`config.mk`:
```
export PLATFORM = sky130hd
export DESIGN_NAME = windowed_sinc_lowpass_coefficients_top
export DESIGN_NICKNAME = d
export VERILOG_FILES = /design/src/sv/wsinc_pkg.sv /design/src/sv/windowed_sinc_lowpass_coefficients_top.sv
export SDC_FILE = /design/constraint.sdc
export NUM_CORES = 2
export LEC_CHECK = 0
export BUFFER_PORTS_ARGS = -buffer_cell sky130_fd_sc_hd__buf_4
export CAP_MARGIN = 20
export CORE_MARGIN = 2
export CORE_UTILIZATION = 61
export CTS_BUF_LIST = sky130_fd_sc_hd__clkbuf_4 sky130_fd_sc_hd__clkbuf_8
export DETAILED_ROUTE_END_ITERATION = 6
export PLACE_DENSITY = 0.8
export RECOVER_POWER = 25
export SETUP_SLACK_MARGIN = 0.4
export SLEW_MARGIN = 20
export SYNTH_ARGS = -nofsm -noshare
export SYNTH_HDL_FRONTEND = slang
export SYNTH_SLANG_ARGS = --single-unit
```
`constraint.sdc`:
```
create_clock -name clk -period 9.5 [get_ports clk]
set_input_delay 0.95 -clock clk [delete_from_list [all_inputs] [get_ports clk]]
set_output_delay 0.95 -clock clk [all_outputs]
set_load 0.03 [all_outputs]
```
`src/sv/wsinc_pkg.sv`:
```
// ----------------------------------------------------------------------------
// wsinc_pkg: shared types and constants of the windowed-sinc generator
// Holds the sequencer state type, register indexes, fixed widths, the
// CORDIC arctangent table and the fixed-point constants of pi.
// ----------------------------------------------------------------------------
package wsinc_pkg;

    localparam int TAP_W    = 12;   // tap counter
    localparam int PER_W    = 7;    // sinc_period register
    localparam int LOB_W    = 5;    // lobe_count register
    localparam int CFG_W    = 7;    // configuration write data
    localparam int SAMPLE_W = 16;   // Q1.15 samples and coefficients

    // Configuration register indexes.
    localparam logic REG_SINC_PERIOD = 1'b0;
    localparam logic REG_LOBE_COUNT  = 1'b1;

    localparam int CORDIC_STEPS = 24;
    localparam int CW           = 34;   // CORDIC x, y, z width, Q2.30 with headroom

    localparam logic [30:0] PI_Q29          = 31'd1686629713;
    localparam logic [30:0] HALF_PI_Q30     = 31'd1686629713;
    localparam logic [29:0] CORDIC_GAIN_Q30 = 30'd652032874;

    // Truncated arctangent of 2^-k in Q2.30.
    function automatic logic [29:0] atan_q30(input logic [4:0] k);
        logic [29:0] v;
        case (k)
            5'd0:    v = 30'h3243F6A8;
            5'd1:    v = 30'h1DAC6705;
            5'd2:    v = 30'h0FADBAFC;
            5'd3:    v = 30'h07F56EA6;
            5'd4:    v = 30'h03FEAB76;
            5'd5:    v = 30'h01FFD55B;
            5'd6:    v = 30'h00FFFAAA;
            5'd7:    v = 30'h007FFF55;
            5'd8:    v = 30'h003FFFEA;
            5'd9:    v = 30'h001FFFFD;
            5'd10:   v = 30'h000FFFFF;
            5'd11:   v = 30'h0007FFFF;
            5'd12:   v = 30'h0003FFFF;
            5'd13:   v = 30'h0001FFFF;
            5'd14:   v = 30'h0000FFFF;
            5'd15:   v = 30'h00007FFF;
            5'd16:   v = 30'h00003FFF;
            5'd17:   v = 30'h00001FFF;
            5'd18:   v = 30'h00000FFF;
            5'd19:   v = 30'h000007FF;
            5'd20:   v = 30'h000003FF;
            5'd21:   v = 30'h000001FF;
            5'd22:   v = 30'h000000FF;
            5'd23:   v = 30'h0000007F;
            default: v = 30'h0;
        endcase
        return v;
    endfunction

    typedef enum logic [13:0] {
        S_IDLE   = 14'b00000000000001,
        S_MOD    = 14'b00000000000010,
        S_TURN   = 14'b00000000000100,
        S_MULZ   = 14'b00000000001000,
        S_ZINIT  = 14'b00000000010000,
        S_CORDIC = 14'b00000000100000,
        S_SINE   = 14'b00000001000000,
        S_MULN   = 14'b00000010000000,
        S_MULD   = 14'b00000100000000,
        S_DLOAD  = 14'b00001000000000,
        S_SINC   = 14'b00010000000000,
        S_MULW   = 14'b00100000000000,
        S_ROUND  = 14'b01000000000000,
        S_DONE   = 14'b10000000000000
    } state_t;

endpackage

```
`src/sv/windowed_sinc_lowpass_coefficients_top.sv`:
```
// ----------------------------------------------------------------------------
// windowed_sinc_lowpass_coefficients_top: windowed-sinc lowpass FIR taps
// Multiplies each incoming window sample by sin(pi*n/N)/(pi*n/N), using a
// shared restoring divider, a rotation CORDIC and one shared multiplier.
// ----------------------------------------------------------------------------
//  Channel   Direction  Transfer contents
//  s_*       in         tdata[15:0] window_sample
//  m_*       out        tdata[15:0] coefficient, tlast last_tap
//  cfg_*     in         cfg_addr 0 sinc_period, 1 lobe_count; no read-back
//
//  An ordinary tap passes from transfer to result through 12 divider steps
//  for the phase modulo, 32 for the phase fraction, 24 CORDIC steps, 17
//  divider steps for the sinc quotient and the multiply, load and rounding
//  states, which the centre and final taps skip. One tap is in flight at a
//  time; a new one is taken while the previous result waits in the output
//  register. Reset returns the tap counter to zero and the registers to 8, 4.
// ----------------------------------------------------------------------------
module windowed_sinc_lowpass_coefficients_top
    import wsinc_pkg::*;
#(
    parameter int MAX_LENGTH = 2049
)
(
    input  logic                clk,
    input  logic                rst_n,
    input  logic                s_tvalid,
    output logic                s_tready,
    input  logic [15:0]         s_tdata,     // [15:0] window_sample
    output logic                m_tvalid,
    input  logic                m_tready,
    output logic [15:0]         m_tdata,     // [15:0] coefficient
    output logic                m_tlast,
    input  logic                cfg_we,
    input  logic                cfg_addr,
    input  logic [CFG_W-1:0]    cfg_wdata
);

    localparam int DIV_W      = 43;     // divisor and remainder width
    localparam int DVD_W      = 17;     // dividend shift register width
    localparam int ITER_W     = 6;
    localparam int MOD_STEPS  = TAP_W;
    localparam int TURN_STEPS = 32;
    localparam int SINC_STEPS = DVD_W;
    localparam logic [TAP_W:0] END_MAX = (TAP_W+1)'(MAX_LENGTH - 1);

    state_t                       state_reg, state_next;
    logic [TAP_W-1:0]             tap_reg, tap_next;
    logic [PER_W-1:0]             period_reg, period_next;
    logic [LOB_W-1:0]             lobes_reg, lobes_next;
    logic                         out_valid_reg, out_valid_next;

    logic signed [SAMPLE_W-1:0]   w_reg, w_next;
    logic                         n_neg_reg, n_neg_next;
    logic [TAP_W-1:0]             mag_n_reg, mag_n_next;
    logic [DIV_W-1:0]             rem_reg, rem_next;
    logic [DIV_W-1:0]             div_reg, div_next;
    logic [DVD_W-1:0]             dvd_reg, dvd_next;
    logic [31:0]                  quo_reg, quo_next;
    logic [ITER_W-1:0]            iter_reg, iter_next;
    logic signed [63:0]           prod_reg, prod_next;
    logic signed [CW-1:0]         x_reg, x_next;
    logic signed [CW-1:0]         y_reg, y_next;
    logic signed [CW-1:0]         z_reg, z_next;
    logic [30:0]                  mag_s_reg, mag_s_next;
    logic                         neg_reg, neg_next;
    logic [37:0]                  num_reg, num_next;
    logic signed [SAMPLE_W-1:0]   c_reg, c_next;
    logic [SAMPLE_W-1:0]          res_coef_reg, res_coef_next;
    logic                         res_last_reg, res_last_next;
    logic [SAMPLE_W-1:0]          out_coef_reg, out_coef_next;
    logic                         out_last_reg, out_last_next;

    // Tap classification from the registers and the counter.
    logic [TAP_W-1:0]             centre;
    logic [TAP_W:0]               end_raw, end_lim;
    logic                         is_last, is_centre;
    logic signed [TAP_W:0]        n_diff;
    logic [TAP_W-1:0]             n_abs;
    logic [7:0]                   two_per;

    // Shared divider step.
    logic [DIV_W:0]               trial;
    logic                         step_ge;
    logic [DIV_W-1:0]             step_rem;

    // Shared multiplier.
    logic signed [32:0]           mul_a, mul_b;
    logic signed [65:0]           mul_prod;

    // CORDIC step.
    logic signed [CW-1:0]         cd_dx, cd_dy, cd_atan;

    // Local results.
    logic [7:0]                   mod_r;
    logic signed [CW-1:0]         sine, sine_abs;
    logic [DIV_W-1:0]             den;
    logic [52:0]                  dsum;
    logic [16:0]                  q_sinc;
    logic signed [32:0]           rnd;
    logic signed [17:0]           rnd_sh;

    assign centre    = TAP_W'(lobes_reg) * TAP_W'(period_reg);
    assign end_raw   = {centre, 1'b0};
    assign end_lim   = (end_raw > END_MAX) ? END_MAX : end_raw;
    assign is_last   = {1'b0, tap_reg} >= end_lim;
    assign is_centre = tap_reg == centre;
    assign n_diff    = {1'b0, tap_reg} - {1'b0, centre};
    assign n_abs     = n_diff[TAP_W] ? TAP_W'(-n_diff) : n_diff[TAP_W-1:0];
    assign two_per   = {period_reg, 1'b0};

    // One restoring division step: shift in a dividend bit, subtract if it fits.
    assign trial    = {rem_reg, dvd_reg[DVD_W-1]};
    assign step_ge  = trial >= {1'b0, div_reg};
    assign step_rem = step_ge ? DIV_W'(trial - {1'b0, div_reg}) : DIV_W'(trial);

    assign cd_dx   = y_reg >>> iter_reg[4:0];
    assign cd_dy   = x_reg >>> iter_reg[4:0];
    assign cd_atan = CW'(atan_q30(iter_reg[4:0]));

    assign mod_r    = (n_neg_reg && (step_rem[7:0] != 8'd0)) ? two_per - step_rem[7:0]
                                                             : step_rem[7:0];
    assign den      = prod_reg[DIV_W-1:0];
    assign dsum     = {1'b0, num_reg, 14'b0} + 53'(den >> 1);
    assign q_sinc   = {quo_reg[15:0], step_ge};
    assign rnd      = {prod_reg[31], prod_reg[31:0]} + 33'sd16384;
    assign rnd_sh   = rnd[32:15];

    always_comb
    begin
        case (quo_reg[31:30])
            2'd0:    sine = y_reg;
            2'd1:    sine = x_reg;
            2'd2:    sine = -y_reg;
            default: sine = -x_reg;
        endcase
        sine_abs = sine[CW-1] ? -sine : sine;
    end

    always_comb
    begin
        case (state_reg)
            S_MULZ:
            begin
                mul_a = {3'b0, quo_reg[29:0]};
                mul_b = {2'b0, HALF_PI_Q30};
            end
            S_MULN:
            begin
                mul_a = {2'b0, mag_s_reg};
                mul_b = {{(33-PER_W){1'b0}}, period_reg};
            end
            S_MULD:
            begin
                mul_a = {2'b0, PI_Q29};
                mul_b = {{(33-TAP_W){1'b0}}, mag_n_reg};
            end
            S_MULW:
            begin
                mul_a = {{(33-SAMPLE_W){w_reg[SAMPLE_W-1]}}, w_reg};
                mul_b = {{(33-SAMPLE_W){c_reg[SAMPLE_W-1]}}, c_reg};
            end
            default:
            begin
                mul_a = '0;
                mul_b = '0;
            end
        endcase
    end

    assign mul_prod = mul_a * mul_b;

    assign s_tready = state_reg == S_IDLE;
    assign m_tvalid = out_valid_reg;
    assign m_tdata  = out_coef_reg;
    assign m_tlast  = out_last_reg;

    always_comb
    begin
        state_next     = state_reg;
        tap_next       = tap_reg;
        period_next    = period_reg;
        lobes_next     = lobes_reg;
        out_valid_next = out_valid_reg;
        w_next         = w_reg;
        n_neg_next     = n_neg_reg;
        mag_n_next     = mag_n_reg;
        rem_next       = rem_reg;
        div_next       = div_reg;
        dvd_next       = dvd_reg;
        quo_next       = quo_reg;
        iter_next      = iter_reg;
        prod_next      = mul_prod[63:0];
        x_next         = x_reg;
        y_next         = y_reg;
        z_next         = z_reg;
        mag_s_next     = mag_s_reg;
        neg_next       = neg_reg;
        num_next       = num_reg;
        c_next         = c_reg;
        res_coef_next  = res_coef_reg;
        res_last_next  = res_last_reg;
        out_coef_next  = out_coef_reg;
        out_last_next  = out_last_reg;

        if (cfg_we)
        begin
            case (cfg_addr)
                REG_SINC_PERIOD: period_next = cfg_wdata[PER_W-1:0];
                REG_LOBE_COUNT:  lobes_next  = cfg_wdata[LOB_W-1:0];
                default:         ;
            endcase
        end

        if (out_valid_reg && m_tready)
        begin
            out_valid_next = 1'b0;
        end

        case (state_reg)
            S_IDLE:
            begin
                if (s_tvalid)
                begin
                    w_next        = s_tdata;
                    tap_next      = is_last ? '0 : tap_reg + 1'b1;
                    res_last_next = is_last;
                    if (is_last)
                    begin
                        res_coef_next = '0;
                        state_next    = S_DONE;
                    end
                    else if (is_centre)
                    begin
                        res_coef_next = s_tdata;
                        state_next    = S_DONE;
                    end
                    else
                    begin
                        n_neg_next = n_diff[TAP_W];
                        mag_n_next = n_abs;
                        rem_next   = '0;
                        div_next   = DIV_W'(two_per);
                        dvd_next   = {n_abs, {(DVD_W-TAP_W){1'b0}}};
                        iter_next  = ITER_W'(MOD_STEPS - 1);
                        state_next = S_MOD;
                    end
                end
            end
            S_MOD:
            begin
                rem_next  = step_rem;
                dvd_next  = {dvd_reg[DVD_W-2:0], 1'b0};
                iter_next = iter_reg - 1'b1;
                if (iter_reg == '0)
                begin
                    // Phase fraction r / (2N) continues from the folded remainder.
                    rem_next   = DIV_W'(mod_r);
                    dvd_next   = '0;
                    iter_next  = ITER_W'(TURN_STEPS - 1);
                    state_next = S_TURN;
                end
            end
            S_TURN:
            begin
                rem_next  = step_rem;
                dvd_next  = {dvd_reg[DVD_W-2:0], 1'b0};
                quo_next  = {quo_reg[30:0], step_ge};
                iter_next = iter_reg - 1'b1;
                if (iter_reg == '0)
                begin
                    state_next = S_MULZ;
                end
            end
            S_MULZ:
            begin
                state_next = S_ZINIT;
            end
            S_ZINIT:
            begin
                z_next     = CW'(prod_reg[60:30]);
                x_next     = CW'(CORDIC_GAIN_Q30);
                y_next     = '0;
                iter_next  = '0;
                state_next = S_CORDIC;
            end
            S_CORDIC:
            begin
                if (!z_reg[CW-1])
                begin
                    x_next = x_reg - cd_dx;
                    y_next = y_reg + cd_dy;
                    z_next = z_reg - cd_atan;
                end
                else
                begin
                    x_next = x_reg + cd_dx;
                    y_next = y_reg - cd_dy;
                    z_next = z_reg + cd_atan;
                end
                iter_next = iter_reg + 1'b1;
                if (iter_reg == ITER_W'(CORDIC_STEPS - 1))
                begin
                    state_next = S_SINE;
                end
            end
            S_SINE:
            begin
                mag_s_next = sine_abs[30:0];
                neg_next   = sine[CW-1] ^ n_neg_reg;
                state_next = S_MULN;
            end
            S_MULN:
            begin
                state_next = S_MULD;
            end
            S_MULD:
            begin
                num_next   = prod_reg[37:0];
                state_next = S_DLOAD;
            end
            S_DLOAD:
            begin
                // Rounded quotient: (num * 2^14 + den / 2) / den, below 2^17.
                rem_next   = DIV_W'(dsum[52:DVD_W]);
                dvd_next   = dsum[DVD_W-1:0];
                div_next   = den;
                iter_next  = ITER_W'(SINC_STEPS - 1);
                state_next = S_SINC;
            end
            S_SINC:
            begin
                rem_next  = step_rem;
                dvd_next  = {dvd_reg[DVD_W-2:0], 1'b0};
                quo_next  = {quo_reg[30:0], step_ge};
                iter_next = iter_reg - 1'b1;
                if (iter_reg == '0)
                begin
                    if (neg_reg)
                    begin
                        c_next = (q_sinc > 17'd32768) ? 16'sh8000 : SAMPLE_W'(-q_sinc);
                    end
                    else
                    begin
                        c_next = (q_sinc > 17'd32767) ? 16'sh7FFF : q_sinc[15:0];
                    end
                    state_next = S_MULW;
                end
            end
            S_MULW:
            begin
                state_next = S_ROUND;
            end
            S_ROUND:
            begin
                if (rnd_sh > 18'sd32767)
                begin
                    res_coef_next = 16'h7FFF;
                end
                else if (rnd_sh < -18'sd32768)
                begin
                    res_coef_next = 16'h8000;
                end
                else
                begin
                    res_coef_next = rnd_sh[15:0];
                end
                state_next = S_DONE;
            end
            S_DONE:
            begin
                if (!out_valid_reg || m_tready)
                begin
                    out_valid_next = 1'b1;
                    out_coef_next  = res_coef_reg;
                    out_last_next  = res_last_reg;
                    state_next     = S_IDLE;
                end
            end
            default:
            begin
                state_next = S_IDLE;
            end
        endcase
    end

    always_ff @(posedge clk or negedge rst_n)
    begin
        if (!rst_n)
        begin
            state_reg     <= S_IDLE;
            tap_reg       <= '0;
            period_reg    <= PER_W'(8);
            lobes_reg     <= LOB_W'(4);
            out_valid_reg <= 1'b0;
        end
        else
        begin
            state_reg     <= state_next;
            tap_reg       <= tap_next;
            period_reg    <= period_next;
            lobes_reg     <= lobes_next;
            out_valid_reg <= out_valid_next;
        end
    end

    always_ff @(posedge clk)
    begin
        w_reg        <= w_next;
        n_neg_reg    <= n_neg_next;
        mag_n_reg    <= mag_n_next;
        rem_reg      <= rem_next;
        div_reg      <= div_next;
        dvd_reg      <= dvd_next;
        quo_reg      <= quo_next;
        iter_reg     <= iter_next;
        prod_reg     <= prod_next;
        x_reg        <= x_next;
        y_reg        <= y_next;
        z_reg        <= z_next;
        mag_s_reg    <= mag_s_next;
        neg_reg      <= neg_next;
        num_reg      <= num_next;
        c_reg        <= c_next;
        res_coef_reg <= res_coef_next;
        res_last_reg <= res_last_next;
        out_coef_reg <= out_coef_next;
        out_last_reg <= out_last_next;
    end

endmodule

```
==> flow_summary_export.csv <==
group,metric,value,unit
worst_setup_path,reg2reg_slack,0.16,ns
synthesis,yosysSeqAreaShare,20.5,%
global_routing,grt_usage,36.0,%
place,io_buffers,47,
flow_run,maxCapViolCount,5,
worst_setup_path,critPathMaxStageDelay,0.59,ns
global_routing,grt_pass1_vias,58500,
synthesis,synth_edf_count,392,
worst_setup_path,r2r-end,"prod_reg[60]$_DFF_P_",
timing,slew_headroom,-105,%
outcome,violations,"capacitance limit, slew limit",
worst_setup_path,arrival,9.99,ns
worst_setup_path,reg2reg_from,"state_reg[0]$_DFFE_PN1P_",
worst_hold_path,hp-start,"cfg_wdata[6]",
timing,period_minus_slack,9.34,ns
global_routing,antenna_found_initial,4,
power,peakVddDrop,0.175,mV
synthesis,synth_area_per_cell,9.45,um^2
synthesis,synth_top_area_share,28.1,%
routing,drt_iter0_drc,6226,
timing,hold_viol_final,0,
routing,first_pass_iters,6,
floorplanning,fp.dieW,345,um
place,dpl_cell_area,75800,um^2
clocking,clock_latency,0.81,ns
worst_setup_path,crit_path_max_fanout,8,
synthesis,syn_area,71100,um^2
worst_setup_path,critPathKind,"reg2reg",
finish,finalInstanceArea,80100,um^2
global_routing,grt_max_degree,83,
worst_setup_path,worst_setup_path_end_kind,"register",
routing,wl,216000,um
worst_hold_path,whs_endpoint,"period_reg[6]$_DFFE_PN0P_",
clocking,h-tree-depth,3,
floorplanning,die_h,345,um
outcome,status,"finished, violations left",
clocking,cts_tree,"yes",
worst_setup_path,worst_setup_path_start_kind,"register",
timing,drv_slew,240,
clocking,cts_buffers,88,
routing,viasPerCell,6.12,
worst_setup_path,critical-path-top-cell-by-count,"fa_1",
power,cellPowerDensity,152,nW/um^2
worst_hold_path,min_delay_path_depth,2,
worst_setup_path,slowest_stage,"fa_1",
timing,setup_viol,0,
routing,drc,0,
global_routing,overflow,0,
worst_hold_path,hold_class,"in2reg",
routing,antenna_left,0,
finish,area_delta_synth_final,12.8,%
clocking,cts-root-buf,"clkbuf_8",
timing,rsz0062_at_grt,"yes",
finish,layout-drive-gt1-share,15.3,%
power,power_leakage,38.1,nW
place,hpwlAfterDp,173000,um
clocking,clkSlewWorstSetupHoldPaths,0.07,ns
global_routing,grt_first_pass_wirelength,332000,um
timing,clock_skew,0.0653,ns
synthesis,async_reset_ff_share,7.47,%
clocking,cts_hold_buf,0,
finish,layout_commonest_cell,"inv_1",
floorplanning,initial_core_util,61.3,%
synthesis,synth_flop_cell,"edfxtp_1",
timing,fmax,107,MHz
finish,largest_reg_flops,61,
synthesis,syn_nets,9005,
timing,worstMarginPinSlew,3.07,ns
synthesis,yosys_warnings,0,
clocking,cts_num_sinks,522,
timing,period_share,98.3,%
worst_setup_path,rr_worst_depth,39,
finish,fin_nets,9390,
place,place.gp.congestion,1.02,
timing,final.setup.tns,0,ns
synthesis,ys_ff_latch,522,
synthesis,synthTopCellsByArea,"fa_1, edfxtp_1, ha_1",
floorplanning,ioPinCount,48,
routing,wire_per_inst,22.7,um
routing,vias,58200,
finish,layout_common_cells,"inv_1, fa_1, nand2_1, nor2_1, buf_4",
floorplanning,dieArea,119000,um^2
floorplanning,core,116000,um^2
synthesis,synthDistinctLibCells,113,
worst_setup_path,cp.required,10.15,ns
synthesis,synthCells,7518,
synthesis,synth_area_leader_cell,"fa_1",
clocking,clockBufferDepth,3,
floorplanning,row_count,125,
finish,final.fill_count,8687,
## cells by family (layout without fill, tap and decap cells)
| family | Yosys count | in the layout | synth area share (%) |
|---|---|---|---|
| AOI/OAI and AO/OA | 1327 | 1327 | 12.2 |
| xor gates and xnor gates | 450 | 450 | 5.55 |
| adders and majority gates | 1458 | 1458 | 36.2 |
| buffers and inverters | 1531 | 1990 | 8.25 |
| DFF | 522 | 522 | 20.5 |
| muxes | 177 | 177 | 3.90 |
| other | 0 | 5 | 0 |
| and+or+nand+nor | 2053 | 2055 | 13.4 |
## worst max-delay path, delay by kind of cell (launching register included)
kind,cells,cell delay (ns)
AOI/OAI and AO/OA,8,1.54
buffers and inverters,12,1.35
DFF,1,0.54
adders and majority gates,9,4.27
and+or+nand+nor,10,1.53
## Yosys cell counts (all sizes together) (99+ instances only)
master	count
and2	114
edfxtp	392
fa	999
nor3	100
nand3	99
a21o	121
nand2	700
a21oi	386
ha	459
inv	1245
xor2	209
xnor2	241
o21ai	271
clkbuf	217
nor2	675
## worst max path at each step
stage | startpoint | end | slack, ns | cells after the start
after floorplan | state_reg[0]$_DFFE_PN1P_ | prod_reg[58]$_DFF_P_ | 0.40 | 35
final | state_reg[0]$_DFFE_PN1P_ | prod_reg[60]$_DFF_P_ | 0.16 | 39
after CTS | state_reg[0]$_DFFE_PN1P_ | prod_reg[57]$_DFF_P_ | 0.33 | 38
after detailed placement | state_reg[0]$_DFFE_PN1P_ | prod_reg[57]$_DFF_P_ | -0.38 | 36
after global routing | state_reg[2]$_DFFE_PN0P_ | prod_reg[58]$_DFF_P_ | -0.09 | 36
after global placement | state_reg[2]$_DFFE_PN0P_ | prod_reg[57]$_DFF_P_ | -0.28 | 37
## repair_timing
item	4_1_cts	5_1_grt
gates resized for setup	178	217
buffers inserted	47	54
gates cloned	4	4
setup endpoints to repair	29	29
pin swaps	56	126
## cell type report
class	count	area, um^2	share of cell area (%)
repair buffers	578	4890	6.10
flip-flops and latches	522	14600	18.2
diodes	5	12.5	0.0156
clock buffers	130	1620	2.02
clock inverters	36	388	0.484
well taps	1524	1910	2.38
inverters	1246	4690	5.86
multi-input cells	5467	52000	64.9
## metal layers
metal | global-route usage, % | wire (um)
met1 | 48.2 | 83800
met3 | 6.95 | 20700
met2 | 56.8 | 98700
met5 | 0 | 21
met4 | 17.6 | 12400
## where the power goes
group / leakage (nW) / switching [W] / internal (W)
combinational: 31.9 / 0.00407 / 0.00253
clock: 1.06 / 0.00106 / 0.00128
sequential: 5.07 / 0.000240 / 0.00301
total: 38.1 / 0.00537 / 0.00682
## per-stage QoR
stage | worst slack (ns) | hold slack, ns | total power (W) | std cells | util, %
6_report | 0.163 | 0.397 | 0.0122 | 9508 | 69.1
5_1_grt | -0.0877 | 0.385 | 0.0130 | 9504 | 69.1
3_3_place_gp | -0.283 | 0.401 | 0.00952 | 9228 | 65.4
3_5_place_dp | -0.381 | 0.405 | 0.00971 | 9228 | 65.4
4_1_cts | 0.333 | 0.0746 | 0.0121 | 9445 | 68.1
2_1_floorplan | 0.395 | 0.400 | 0.00821 | 7518 | -
Note: power is estimated with default switching activity, not from simulation.
